[src/rtl/mtc_pkg.sv]
// Package for the monomial transform coefficient block.
// Holds the command, result and matrix types, register codes and the binomial table.
// Used by mtc_regs and monomial_transform_coeff_top; depends on nothing.
package mtc_pkg;

	localparam int SLOT_W     = 18;
	localparam int REG_W      = 3 * SLOT_W;
	localparam int ENTRY_FRAC = 16;
	localparam int EXP_W      = 4;
	localparam int DATA_W     = 64;
	localparam int ADDR_W     = 5;
	localparam int COEF_W     = 32;
	localparam int BINOM_W    = 10;
	localparam int HARD_DEGREE = 12;

	localparam logic [1:0] REG_COL_X = 2'd0;
	localparam logic [1:0] REG_COL_Y = 2'd1;
	localparam logic [1:0] REG_COL_Z = 2'd2;

	localparam logic [REG_W-1:0] RESET_COL_X = 54'd65536;
	localparam logic [REG_W-1:0] RESET_COL_Y = 54'd17179869184;
	localparam logic [REG_W-1:0] RESET_COL_Z = 54'd4503599627370496;

	localparam logic [1:0] STAT_OK     = 2'd0;
	localparam logic [1:0] STAT_DEGREE = 2'd1;
	localparam logic [1:0] STAT_SAT    = 2'd2;

	typedef struct packed {
		logic [EXP_W-1:0] src_exp_x;
		logic [EXP_W-1:0] src_exp_y;
		logic [EXP_W-1:0] src_exp_z;
		logic [EXP_W-1:0] dst_exp_x;
		logic [EXP_W-1:0] dst_exp_y;
		logic [EXP_W-1:0] dst_exp_z;
	} cmd_t;

	typedef struct packed {
		logic signed [COEF_W-1:0] coefficient;
		logic [1:0]               status;
	} result_t;

	typedef struct packed {
		logic [REG_W-1:0] col_x;
		logic [REG_W-1:0] col_y;
		logic [REG_W-1:0] col_z;
	} matrix_t;

	// Binomial coefficients C(n, k) for n and k up to twelve, zero where k exceeds n.
	localparam logic [BINOM_W-1:0] BINOM_TAB [13][13] = '{
		'{10'd1, 10'd0, 10'd0, 10'd0, 10'd0, 10'd0, 10'd0, 10'd0, 10'd0, 10'd0, 10'd0,
			10'd0, 10'd0},
		'{10'd1, 10'd1, 10'd0, 10'd0, 10'd0, 10'd0, 10'd0, 10'd0, 10'd0, 10'd0, 10'd0,
			10'd0, 10'd0},
		'{10'd1, 10'd2, 10'd1, 10'd0, 10'd0, 10'd0, 10'd0, 10'd0, 10'd0, 10'd0, 10'd0,
			10'd0, 10'd0},
		'{10'd1, 10'd3, 10'd3, 10'd1, 10'd0, 10'd0, 10'd0, 10'd0, 10'd0, 10'd0, 10'd0,
			10'd0, 10'd0},
		'{10'd1, 10'd4, 10'd6, 10'd4, 10'd1, 10'd0, 10'd0, 10'd0, 10'd0, 10'd0, 10'd0,
			10'd0, 10'd0},
		'{10'd1, 10'd5, 10'd10, 10'd10, 10'd5, 10'd1, 10'd0, 10'd0, 10'd0, 10'd0, 10'd0,
			10'd0, 10'd0},
		'{10'd1, 10'd6, 10'd15, 10'd20, 10'd15, 10'd6, 10'd1, 10'd0, 10'd0, 10'd0, 10'd0,
			10'd0, 10'd0},
		'{10'd1, 10'd7, 10'd21, 10'd35, 10'd35, 10'd21, 10'd7, 10'd1, 10'd0, 10'd0, 10'd0,
			10'd0, 10'd0},
		'{10'd1, 10'd8, 10'd28, 10'd56, 10'd70, 10'd56, 10'd28, 10'd8, 10'd1, 10'd0, 10'd0,
			10'd0, 10'd0},
		'{10'd1, 10'd9, 10'd36, 10'd84, 10'd126, 10'd126, 10'd84, 10'd36, 10'd9, 10'd1,
			10'd0, 10'd0, 10'd0},
		'{10'd1, 10'd10, 10'd45, 10'd120, 10'd210, 10'd252, 10'd210, 10'd120, 10'd45, 10'd10,
			10'd1, 10'd0, 10'd0},
		'{10'd1, 10'd11, 10'd55, 10'd165, 10'd330, 10'd462, 10'd462, 10'd330, 10'd165, 10'd55,
			10'd11, 10'd1, 10'd0},
		'{10'd1, 10'd12, 10'd66, 10'd220, 10'd495, 10'd792, 10'd924, 10'd792, 10'd495, 10'd220,
			10'd66, 10'd12, 10'd1}
	};

endpackage

[src/rtl/mtc_regs.sv]
// Configuration register file for the monomial transform coefficient block.
// Holds the three matrix columns behind an APB-style port with 64-bit data.
// Depends on mtc_pkg.
module mtc_regs (
	input  logic                      clk,
	input  logic                      arst_n,
	input  logic                      psel,
	input  logic                      penable,
	input  logic                      pwrite,
	input  logic [mtc_pkg::ADDR_W-1:0] paddr,
	input  logic [mtc_pkg::DATA_W-1:0] pwdata,
	output logic [mtc_pkg::DATA_W-1:0] prdata,
	output logic                      pready,
	output mtc_pkg::matrix_t          matrix
);
	import mtc_pkg::*;

	logic [REG_W-1:0] col_x_q;
	logic [REG_W-1:0] col_y_q;
	logic [REG_W-1:0] col_z_q;
	logic [1:0]       reg_idx;
	logic             wr_en;

	assign reg_idx = paddr[ADDR_W-1:3];
	assign wr_en   = psel && penable && pwrite && pready;
	assign pready  = 1'b1;

	always_ff @(posedge clk or negedge arst_n) begin
		if (!arst_n) begin
			col_x_q <= RESET_COL_X;
			col_y_q <= RESET_COL_Y;
			col_z_q <= RESET_COL_Z;
		end else if (wr_en) begin
			unique case (reg_idx)
				REG_COL_X: col_x_q <= pwdata[REG_W-1:0];
				REG_COL_Y: col_y_q <= pwdata[REG_W-1:0];
				REG_COL_Z: col_z_q <= pwdata[REG_W-1:0];
				default: ;
			endcase
		end
	end

	always_comb begin
		unique case (reg_idx)
			REG_COL_X: prdata = DATA_W'(col_x_q);
			REG_COL_Y: prdata = DATA_W'(col_y_q);
			REG_COL_Z: prdata = DATA_W'(col_z_q);
			default:   prdata = '0;
		endcase
	end

	assign matrix.col_x = col_x_q;
	assign matrix.col_y = col_y_q;
	assign matrix.col_z = col_z_q;

endmodule

[src/rtl/monomial_transform_coeff_top.sv]
// Top level of the monomial transform coefficient block.
// Holds the term sequencer, the shared multiplier and the accumulator.
// Depends on mtc_pkg and mtc_regs.

// A command transfer is taken when start is high and busy is low; busy then stays high
// until the result has been shown. The result appears on result for exactly one cycle with
// done high, and the receiver cannot stall it, so it must capture it in that cycle. Commands
// that exceed the degree limit, have mismatched degrees or have degree zero go straight to
// the done state. Otherwise every pair of split indices of the x and y exponents is visited:
// a pair that yields no valid term passes only through the term and next states, and a valid
// term is built by one multiplier doing every step in turn (one rounded product for each
// power of a matrix entry, then six exact products by binomial factors), each step being a
// multiply state followed by a write-back state, and is then accumulated. The convert,
// saturate and done states then convert, saturate and present the sum.
module monomial_transform_coeff_top #(
	parameter int MAX_DEGREE = 6,
	parameter int FRAC_BITS  = 16
) (
	input  logic                      clk,
	input  logic                      arst_n,
	input  logic                      start,
	input  mtc_pkg::cmd_t             cmd,
	output logic                      busy,
	output logic                      done,
	output mtc_pkg::result_t          result,
	input  logic                      psel,
	input  logic                      penable,
	input  logic                      pwrite,
	input  logic [mtc_pkg::ADDR_W-1:0] paddr,
	input  logic [mtc_pkg::DATA_W-1:0] pwdata,
	output logic [mtc_pkg::DATA_W-1:0] prdata,
	output logic                      pready
);
	import mtc_pkg::*;

	localparam int DEG_LIMIT = (MAX_DEGREE < HARD_DEGREE) ? MAX_DEGREE : HARD_DEGREE;
	localparam int M_W       = ENTRY_FRAC + 1 + DEG_LIMIT + (DEG_LIMIT * 1585 + 999) / 1000;
	localparam int P_W       = M_W + SLOT_W;
	localparam int ACC_W     = M_W + 11;
	localparam int SH_UP     = (FRAC_BITS >= ENTRY_FRAC) ? FRAC_BITS - ENTRY_FRAC : 0;
	localparam int SH_DN     = (FRAC_BITS < ENTRY_FRAC) ? ENTRY_FRAC - FRAC_BITS : 1;
	localparam int CONV_W    = ACC_W + SH_UP;
	localparam int NUM_FACT  = 9;
	localparam int NUM_BIN   = 6;
	localparam int DEG_W     = 6;
	localparam int K_W       = 8;

	typedef enum logic [10:0] {
		ST_IDLE = 11'b00000000001,
		ST_TERM = 11'b00000000010,
		ST_FACT = 11'b00000000100,
		ST_MULW = 11'b00000001000,
		ST_BINI = 11'b00000010000,
		ST_BINW = 11'b00000100000,
		ST_ACC  = 11'b00001000000,
		ST_NEXT = 11'b00010000000,
		ST_CONV = 11'b00100000000,
		ST_SATS = 11'b01000000000,
		ST_DONE = 11'b10000000000
	} state_t;

	matrix_t matrix;

	mtc_regs u_regs (
		.clk     (clk),
		.arst_n  (arst_n),
		.psel    (psel),
		.penable (penable),
		.pwrite  (pwrite),
		.paddr   (paddr),
		.pwdata  (pwdata),
		.prdata  (prdata),
		.pready  (pready),
		.matrix  (matrix)
	);

	state_t state_q;

	logic [EXP_W-1:0] lx_q, ly_q, lz_q, ax_q, ay_q, az_q;
	logic [EXP_W-1:0] i0_q, i1_q, j0_q, j1_q;
	logic [EXP_W-1:0] pow_q [NUM_FACT];
	logic [BINOM_W-1:0] binom_q [NUM_BIN];
	logic [3:0] f_q;
	logic [EXP_W-1:0] cnt_q;
	logic [2:0] b_q;
	logic [M_W-1:0] m_q;
	logic [P_W-1:0] p_q;
	logic sign_q;
	logic signed [ACC_W-1:0] acc_q;
	logic [CONV_W-1:0] conv_q;
	logic neg_q;
	logic signed [COEF_W-1:0] res_q;
	logic [1:0] stat_q;

	logic accept;
	logic [DEG_W-1:0] sd, td;
	logic deg_over;

	logic [SLOT_W-1:0] entry_mag [NUM_FACT];
	logic              entry_neg [NUM_FACT];
	logic [REG_W-1:0]  cols [3];

	logic [EXP_W-1:0] i2, j2, rx, ry;
	logic signed [K_W-1:0] k0, k1, k2, ksum;
	logic term_ok;
	logic [BINOM_W-1:0] binom_d [NUM_BIN];

	logic [SLOT_W-1:0] mul_b;
	logic [P_W-1:0]    product;
	logic [P_W-1:0]    rounded;

	logic [ACC_W-1:0]  mag;
	logic [ACC_W:0]    mag_rnd;
	logic [CONV_W-1:0] conv_d;

	assign accept = start && !busy;
	assign busy   = (state_q != ST_IDLE);
	assign done   = (state_q == ST_DONE);
	assign result.coefficient = res_q;
	assign result.status      = stat_q;

	assign sd = DEG_W'(cmd.src_exp_x) + DEG_W'(cmd.src_exp_y) + DEG_W'(cmd.src_exp_z);
	assign td = DEG_W'(cmd.dst_exp_x) + DEG_W'(cmd.dst_exp_y) + DEG_W'(cmd.dst_exp_z);
	assign deg_over = (sd > DEG_W'(DEG_LIMIT)) || (td > DEG_W'(DEG_LIMIT));

	assign cols[0] = matrix.col_x;
	assign cols[1] = matrix.col_y;
	assign cols[2] = matrix.col_z;

	always_comb begin
		for (int c = 0; c < 3; c++) begin
			for (int r = 0; r < 3; r++) begin
				entry_neg[3*c+r] = cols[c][SLOT_W*r + SLOT_W - 1];
				entry_mag[3*c+r] = entry_neg[3*c+r] ?
					SLOT_W'({1'b1, {SLOT_W{1'b0}}} - {1'b0, cols[c][SLOT_W*r +: SLOT_W]}) :
					cols[c][SLOT_W*r +: SLOT_W];
			end
		end
	end

	assign i2 = lx_q - i0_q - i1_q;
	assign j2 = ly_q - j0_q - j1_q;
	assign rx = lx_q - i0_q;
	assign ry = ly_q - j0_q;
	assign k0 = K_W'(ax_q) - K_W'(i0_q) - K_W'(j0_q);
	assign k1 = K_W'(ay_q) - K_W'(i1_q) - K_W'(j1_q);
	assign k2 = K_W'(az_q) - K_W'(i2) - K_W'(j2);
	assign ksum = k0 + k1 + k2;
	assign term_ok = !k0[K_W-1] && !k1[K_W-1] && !k2[K_W-1] && (ksum == K_W'(lz_q));

	assign binom_d[0] = BINOM_TAB[lx_q][i0_q];
	assign binom_d[1] = BINOM_TAB[rx][i1_q];
	assign binom_d[2] = BINOM_TAB[ly_q][j0_q];
	assign binom_d[3] = BINOM_TAB[ry][j1_q];
	assign binom_d[4] = BINOM_TAB[lz_q][k0[EXP_W-1:0]];
	assign binom_d[5] = BINOM_TAB[lz_q - k0[EXP_W-1:0]][k1[EXP_W-1:0]];

	always_comb begin
		if (state_q == ST_FACT) begin
			mul_b = entry_mag[f_q];
		end else begin
			mul_b = SLOT_W'(binom_q[b_q]);
		end
	end

	assign product = P_W'(m_q) * P_W'(mul_b);
	assign rounded = p_q + (P_W'(1) << (ENTRY_FRAC - 1));

	assign mag = acc_q[ACC_W-1] ? ACC_W'(-acc_q) : ACC_W'(acc_q);
	assign mag_rnd = ({1'b0, mag} + ((ACC_W+1)'(1) << (SH_DN - 1))) >> SH_DN;

	always_comb begin
		if (FRAC_BITS >= ENTRY_FRAC) begin
			conv_d = CONV_W'(mag) << SH_UP;
		end else begin
			conv_d = CONV_W'(mag_rnd);
		end
	end

	always_ff @(posedge clk or negedge arst_n) begin
		if (!arst_n) begin
			state_q <= ST_IDLE;
		end else begin
			unique case (state_q)
				ST_IDLE: begin
					if (accept) begin
						if (deg_over || (sd != td) || (sd == '0)) begin
							state_q <= ST_DONE;
						end else begin
							state_q <= ST_TERM;
						end
					end
				end
				ST_TERM: state_q <= term_ok ? ST_FACT : ST_NEXT;
				ST_FACT: begin
					if (f_q == 4'(NUM_FACT)) begin
						state_q <= ST_BINI;
					end else if (cnt_q != pow_q[f_q]) begin
						state_q <= ST_MULW;
					end
				end
				ST_MULW: state_q <= ST_FACT;
				ST_BINI: state_q <= (b_q == 3'(NUM_BIN)) ? ST_ACC : ST_BINW;
				ST_BINW: state_q <= ST_BINI;
				ST_ACC:  state_q <= ST_NEXT;
				ST_NEXT: begin
					if ((j1_q == ry) && (j0_q == ly_q) && (i1_q == rx) && (i0_q == lx_q)) begin
						state_q <= ST_CONV;
					end else begin
						state_q <= ST_TERM;
					end
				end
				ST_CONV: state_q <= ST_SATS;
				ST_SATS: state_q <= ST_DONE;
				ST_DONE: state_q <= ST_IDLE;
				default: state_q <= ST_IDLE;
			endcase
		end
	end

	always_ff @(posedge clk) begin
		unique case (state_q)
			ST_IDLE: begin
				if (accept) begin
					lx_q <= cmd.src_exp_x;
					ly_q <= cmd.src_exp_y;
					lz_q <= cmd.src_exp_z;
					ax_q <= cmd.dst_exp_x;
					ay_q <= cmd.dst_exp_y;
					az_q <= cmd.dst_exp_z;
					i0_q <= '0;
					i1_q <= '0;
					j0_q <= '0;
					j1_q <= '0;
					acc_q <= '0;
					if (deg_over) begin
						res_q  <= '0;
						stat_q <= STAT_DEGREE;
					end else if ((sd == td) && (sd == '0)) begin
						res_q  <= COEF_W'(64'd1 << FRAC_BITS);
						stat_q <= STAT_OK;
					end else begin
						res_q  <= '0;
						stat_q <= STAT_OK;
					end
				end
			end
			ST_TERM: begin
				pow_q[0] <= i0_q;
				pow_q[1] <= i1_q;
				pow_q[2] <= i2;
				pow_q[3] <= j0_q;
				pow_q[4] <= j1_q;
				pow_q[5] <= j2;
				pow_q[6] <= k0[EXP_W-1:0];
				pow_q[7] <= k1[EXP_W-1:0];
				pow_q[8] <= k2[EXP_W-1:0];
				if (term_ok) begin
					for (int b = 0; b < NUM_BIN; b++) begin
						binom_q[b] <= binom_d[b];
					end
				end
				m_q    <= M_W'(1) << ENTRY_FRAC;
				sign_q <= 1'b0;
				f_q    <= '0;
				cnt_q  <= '0;
				b_q    <= '0;
			end
			ST_FACT: begin
				if (f_q != 4'(NUM_FACT)) begin
					if (cnt_q == pow_q[f_q]) begin
						f_q   <= f_q + 4'd1;
						cnt_q <= '0;
					end else begin
						p_q    <= product;
						sign_q <= sign_q ^ entry_neg[f_q];
						cnt_q  <= cnt_q + 1'b1;
					end
				end
			end
			ST_MULW: m_q <= rounded[ENTRY_FRAC +: M_W];
			ST_BINI: begin
				if (b_q != 3'(NUM_BIN)) begin
					p_q <= product;
					b_q <= b_q + 3'd1;
				end
			end
			ST_BINW: m_q <= p_q[M_W-1:0];
			ST_ACC: begin
				if (sign_q) begin
					acc_q <= acc_q - $signed(ACC_W'(m_q));
				end else begin
					acc_q <= acc_q + $signed(ACC_W'(m_q));
				end
			end
			ST_NEXT: begin
				priority if (j1_q != ry) begin
					j1_q <= j1_q + 1'b1;
				end else if (j0_q != ly_q) begin
					j0_q <= j0_q + 1'b1;
					j1_q <= '0;
				end else if (i1_q != rx) begin
					i1_q <= i1_q + 1'b1;
					j0_q <= '0;
					j1_q <= '0;
				end else if (i0_q != lx_q) begin
					i0_q <= i0_q + 1'b1;
					i1_q <= '0;
					j0_q <= '0;
					j1_q <= '0;
				end
			end
			ST_CONV: begin
				conv_q <= conv_d;
				neg_q  <= acc_q[ACC_W-1];
			end
			ST_SATS: begin
				if (!neg_q && (conv_q > CONV_W'(32'h7FFF_FFFF))) begin
					res_q  <= 32'sh7FFF_FFFF;
					stat_q <= STAT_SAT;
				end else if (neg_q && (conv_q > CONV_W'(33'h1_0000_0000 >> 1))) begin
					res_q  <= 32'sh8000_0000;
					stat_q <= STAT_SAT;
				end else if (neg_q) begin
					res_q <= -$signed(conv_q[COEF_W-1:0]);
				end else begin
					res_q <= $signed(conv_q[COEF_W-1:0]);
				end
			end
			ST_DONE: ;
			default: ;
		endcase
	end

endmodule
[config.mk]
export PLATFORM = sky130hd
export DESIGN_NAME = monomial_transform_coeff_top
export DESIGN_NICKNAME = d
export VERILOG_FILES = /design/src/rtl/mtc_pkg.sv /design/src/rtl/mtc_regs.sv /design/src/rtl/monomial_transform_coeff_top.sv
export SDC_FILE = /design/constraint.sdc
export NUM_CORES = 2
export LEC_CHECK = 0
export BUFFER_PORTS_ARGS = -buffer_cell sky130_fd_sc_hd__buf_2
export CAP_MARGIN = 20
export CORE_ASPECT_RATIO = 1.75
export CORE_UTILIZATION = 59
export CTS_CLUSTER_DIAMETER = 200
export DETAILED_ROUTE_END_ITERATION = 10
export GPL_TIMING_DRIVEN = 0
export PLACE_DENSITY_LB_ADDON = 0.05
export SETUP_SLACK_MARGIN = 0.1
export SLEW_MARGIN = 25
export SYNTH_ARGS = -nofsm -noshare
export SYNTH_HDL_FRONTEND = slang
export SYNTH_SLANG_ARGS = --single-unit
export TNS_END_PERCENT = 1
[constraint.sdc]
create_clock -name clk -period 9 [get_ports clk]
set_input_delay 0.9 -clock clk [delete_from_list [all_inputs] [get_ports clk]]
set_output_delay 0.9 -clock clk [all_outputs]
set_load 0.01 [all_outputs]
==> impl_metrics.toml <==
[power_and_ir_drop]
p_per_area_nw_per_um2 = 225
sw_frac_of_total_pct = 47.0
clkPwrFrac_pct = 16.1
power_mw = 14.1
power_frac_comb_pct = 58.5
p_sw_mw = 6.61
p_seq_share_pct = 25.4
ir_drop_mv = 0.482
leakagePower_nw = 26.9
p_int_mw = 7.46

[floorplan]
dieArea_um2 = 96300
die_y_um = 410
die_w_um = 235
core_area_um2 = 94100
start_util_pct = 59.6
rows = 149
ios = 200

[synth]
ys_seq_area_share_pct = 26.9
synth.area.top_cells = "edfxtp_1, fa_1, dfrtp_1"
ys_types = 90
syn_inst = 6067
synth_area_leader_cell = "edfxtp_1"
synth_warnings = 0
synth_area_per_cell_um2 = 9.24
synth-edff-count = 353
async_flop_share_pct = 32.5
yosysTopAreaCellShare_pct = 18.9
ys_seq_elements = 533
ys.flop_type = "edfxtp_1"
synth_area_um2 = 56100

[timing]
min_period_ns = 9.24
fin_ws_ns = -0.237
period_share_pct = 103
grt_setup_unrepaired = "yes"
skew_ns = 0.0454
clock.fmax_mhz = 108
relSlewSlack_pct = 27.0
tightestPinTransition_ns = 1.10
setup_viol = 11
finalHoldViolations = 0
drv_slew = 0

[cts]
clockBufferDepth = 3
htree_levels = 2
clock_sinks = 533
worstSkewPairLatency_ns = 0.66
cts_tree = "done"
clkTransAtPathRegs_ns = 0.06
root_buffer = "clkbuf_16"
cts_buffers = 53

[grt]
antenna_found_initial = 12
gr-total-overflow = 0
grt_pass1_vias = 49006
grt_pass1_wl_um = 293000
grt_use_total_pct = 40.7
grt_max_degree = 78

[critical_path]
start_kind = "register"
critical_path.max_fanout = 10
crit_family = "adder cells"
max_stage_delay_ns = 0.65
slowest_stage = "fa_2"
crit_buf_inv = 7
path_class = "reg -> reg"
cp.required_ns = 9.37
end_kind = "register"
crit_arrival_ns = 9.60

[place]
port-buffer-count = 175
dp_hpwl_um = 154000
gp_congestion = 1.04
dpl-instance-area_um2 = 58700

[layout]
drive_above_1_share_pct = 13.1
final_cell_mix = "nand2_1, inv_1, fa_1, edfxtp_1, o21ai_0"
syn2layout_area_growth_pct = 11.6
fin_area_um2 = 62600
final_common_cell = "nand2_1"
fin_nets = 7281

[drt]
first_pass_iters = 9
ant_nets = 0
wl_um = 195000
viasPerCell = 6.32
wl_per_cell_um = 25.5
drtIter0Drc = 4128
drc = 0
dr_total_vias = 48338

[run_status]
outcome = "finished, violations left"
violations = "setup timing"

[min_path]
holdCritPathClass = "in -> async"

[flow_run]
cap_violations = 0
-- repair_timing --
action / CTS / global route
resized for setup: 253 / 110
pin swaps: 84 / 63
hold buffers: 0 / 0
setup buffers: 57 / 17
endpoints found under the setup margin: 36 / 26
-- cell usage after synthesis (all sizes together), types with 72 or more instances --
cell,n
a21o,74
a21oi,280
and2,232
clkbuf,336
dfrtp,169
edfxtp,353
fa,524
ha,267
inv,716
mux2,154
mux2i,87
nand2,762
nand3,75
nor2,320
nor3,96
o21ai,366
o31ai,72
xnor2,241
xor2,166
-- metal layers --
layer | GRT usage [%] | wire length [µm] | vias up
met4 | 32.9 | 18600 | 8
met1 | 43.1 | 65000 | 23786
li1 | - | - | 21208
met3 | 6.65 | 13900 | 844
met2 | 71.6 | 97700 | 2492
met5 | 0 | 57 | -
-- worst paths after layout --
| path | cells after the start | to | slack [ns] | from |
|---|---|---|---|---|
| worst max-delay path | 33 | p_q[45] | -0.24 | u_regs.col_z_q[18] |
| worst min-delay path | 1 | u_regs.col_z_q[10] | 0.08 | arst_n |
| worst max register to register | 33 | p_q[45] | -0.24 | u_regs.col_z_q[18] |
| worst min register to register | 0 | neg_q | 0.44 | acc_q[43] |
| max in group asynchronous | 2 | u_regs.col_x_q[38] | 8.17 | arst_n |
| min in group clk | 0 | neg_q | 0.44 | acc_q[43] |
-- cells by family after synthesis --
logic type / after synthesis / share of synthesized area [%]
other: 2 / 0.0134
muxes: 291 / 6.65
and+or+nand+nor: 1765 / 14.8
adders and majority gates: 792 / 24.7
AOI/OAI and AO/OA: 1180 / 13.2
DFF: 533 / 26.9
buffers and inverters: 1097 / 7.42
xor gates and xnor gates: 407 / 6.37
-- flip-flops by register name (all words and copies together), names as in the netlist, 4 cells and up, named ones only --
name / flops
binom_q: 60
res_q: 32
u_regs.col_x_q: 54
u_regs.col_y_q: 54
ly_q: 4
cnt_q: 4
i0_q: 4
lx_q: 4
m_q: 33
j1_q: 4
j0_q: 4
p_q: 49
ay_q: 4
conv_q: 44
u_regs.col_z_q: 54
ax_q: 4
f_q: 4
i1_q: 4
acc_q: 44
lz_q: 4
az_q: 4
pow_q: 36
state_q: 11
-- through the flow --
step | cells | hold WS [ns] | utilization, % | TNS (ns) | setup WS, ns
2_1_floorplan | 6076 | 0.424 | - | 0 | 0.124
3_3_place_gp | 7459 | 0.427 | 62.1 | -111.04 | -2.78
3_5_place_dp | 7474 | 0.432 | 62.4 | -55.12 | -2.56
4_1_cts | 7628 | 0.0753 | 65.9 | -1.70 | -0.255
5_1_grt | 7644 | 0.0876 | 66.4 | -4.69 | -0.443
6_report | 7653 | 0.0813 | 66.5 | -1.82 | -0.237
-- power by group through the flow --
stage / logic [mW] / clock network [mW] / registers (mW)
2_1_floorplan: 5.67 / 0 / 3.39
3_3_place_gp: 7.64 / 0 / 3.57
3_5_place_dp: 7.82 / 0 / 3.58
4_1_cts: 7.96 / 2.28 / 3.54
5_1_grt: 8.91 / 2.37 / 3.59
6_report: 8.23 / 2.27 / 3.57
-- final cells by class --
cell class              count  area, µm²
clock inverters            32        337
fillers                  7779      31600
diodes                     10       25.0
flip-flops and latches    533      15100
multi-input cells        4446      38000
well taps                1208       1510
repair buffers            264       1720
plain buffers             367       1740
inverters                 726       2730
clock buffers              67       1420
-- worst register-to-register path, delay by kind of cell (launching register included) --
| kind | cells | cell delay [ns] |
|---|---|---|
| multiplexers | 1 | 0.53 |
| flip-flops | 1 | 0.45 |
| XOR/XNOR | 2 | 0.34 |
| AND/OR/NAND/NOR | 4 | 0.92 |
| AO/OA/AOI/OAI | 11 | 2.34 |
| buffers and inverters | 7 | 0.90 |
| adder cells (fa/ha/maj) | 8 | 3.46 |
No activity file was read; power rests on OpenSTA's default activity.
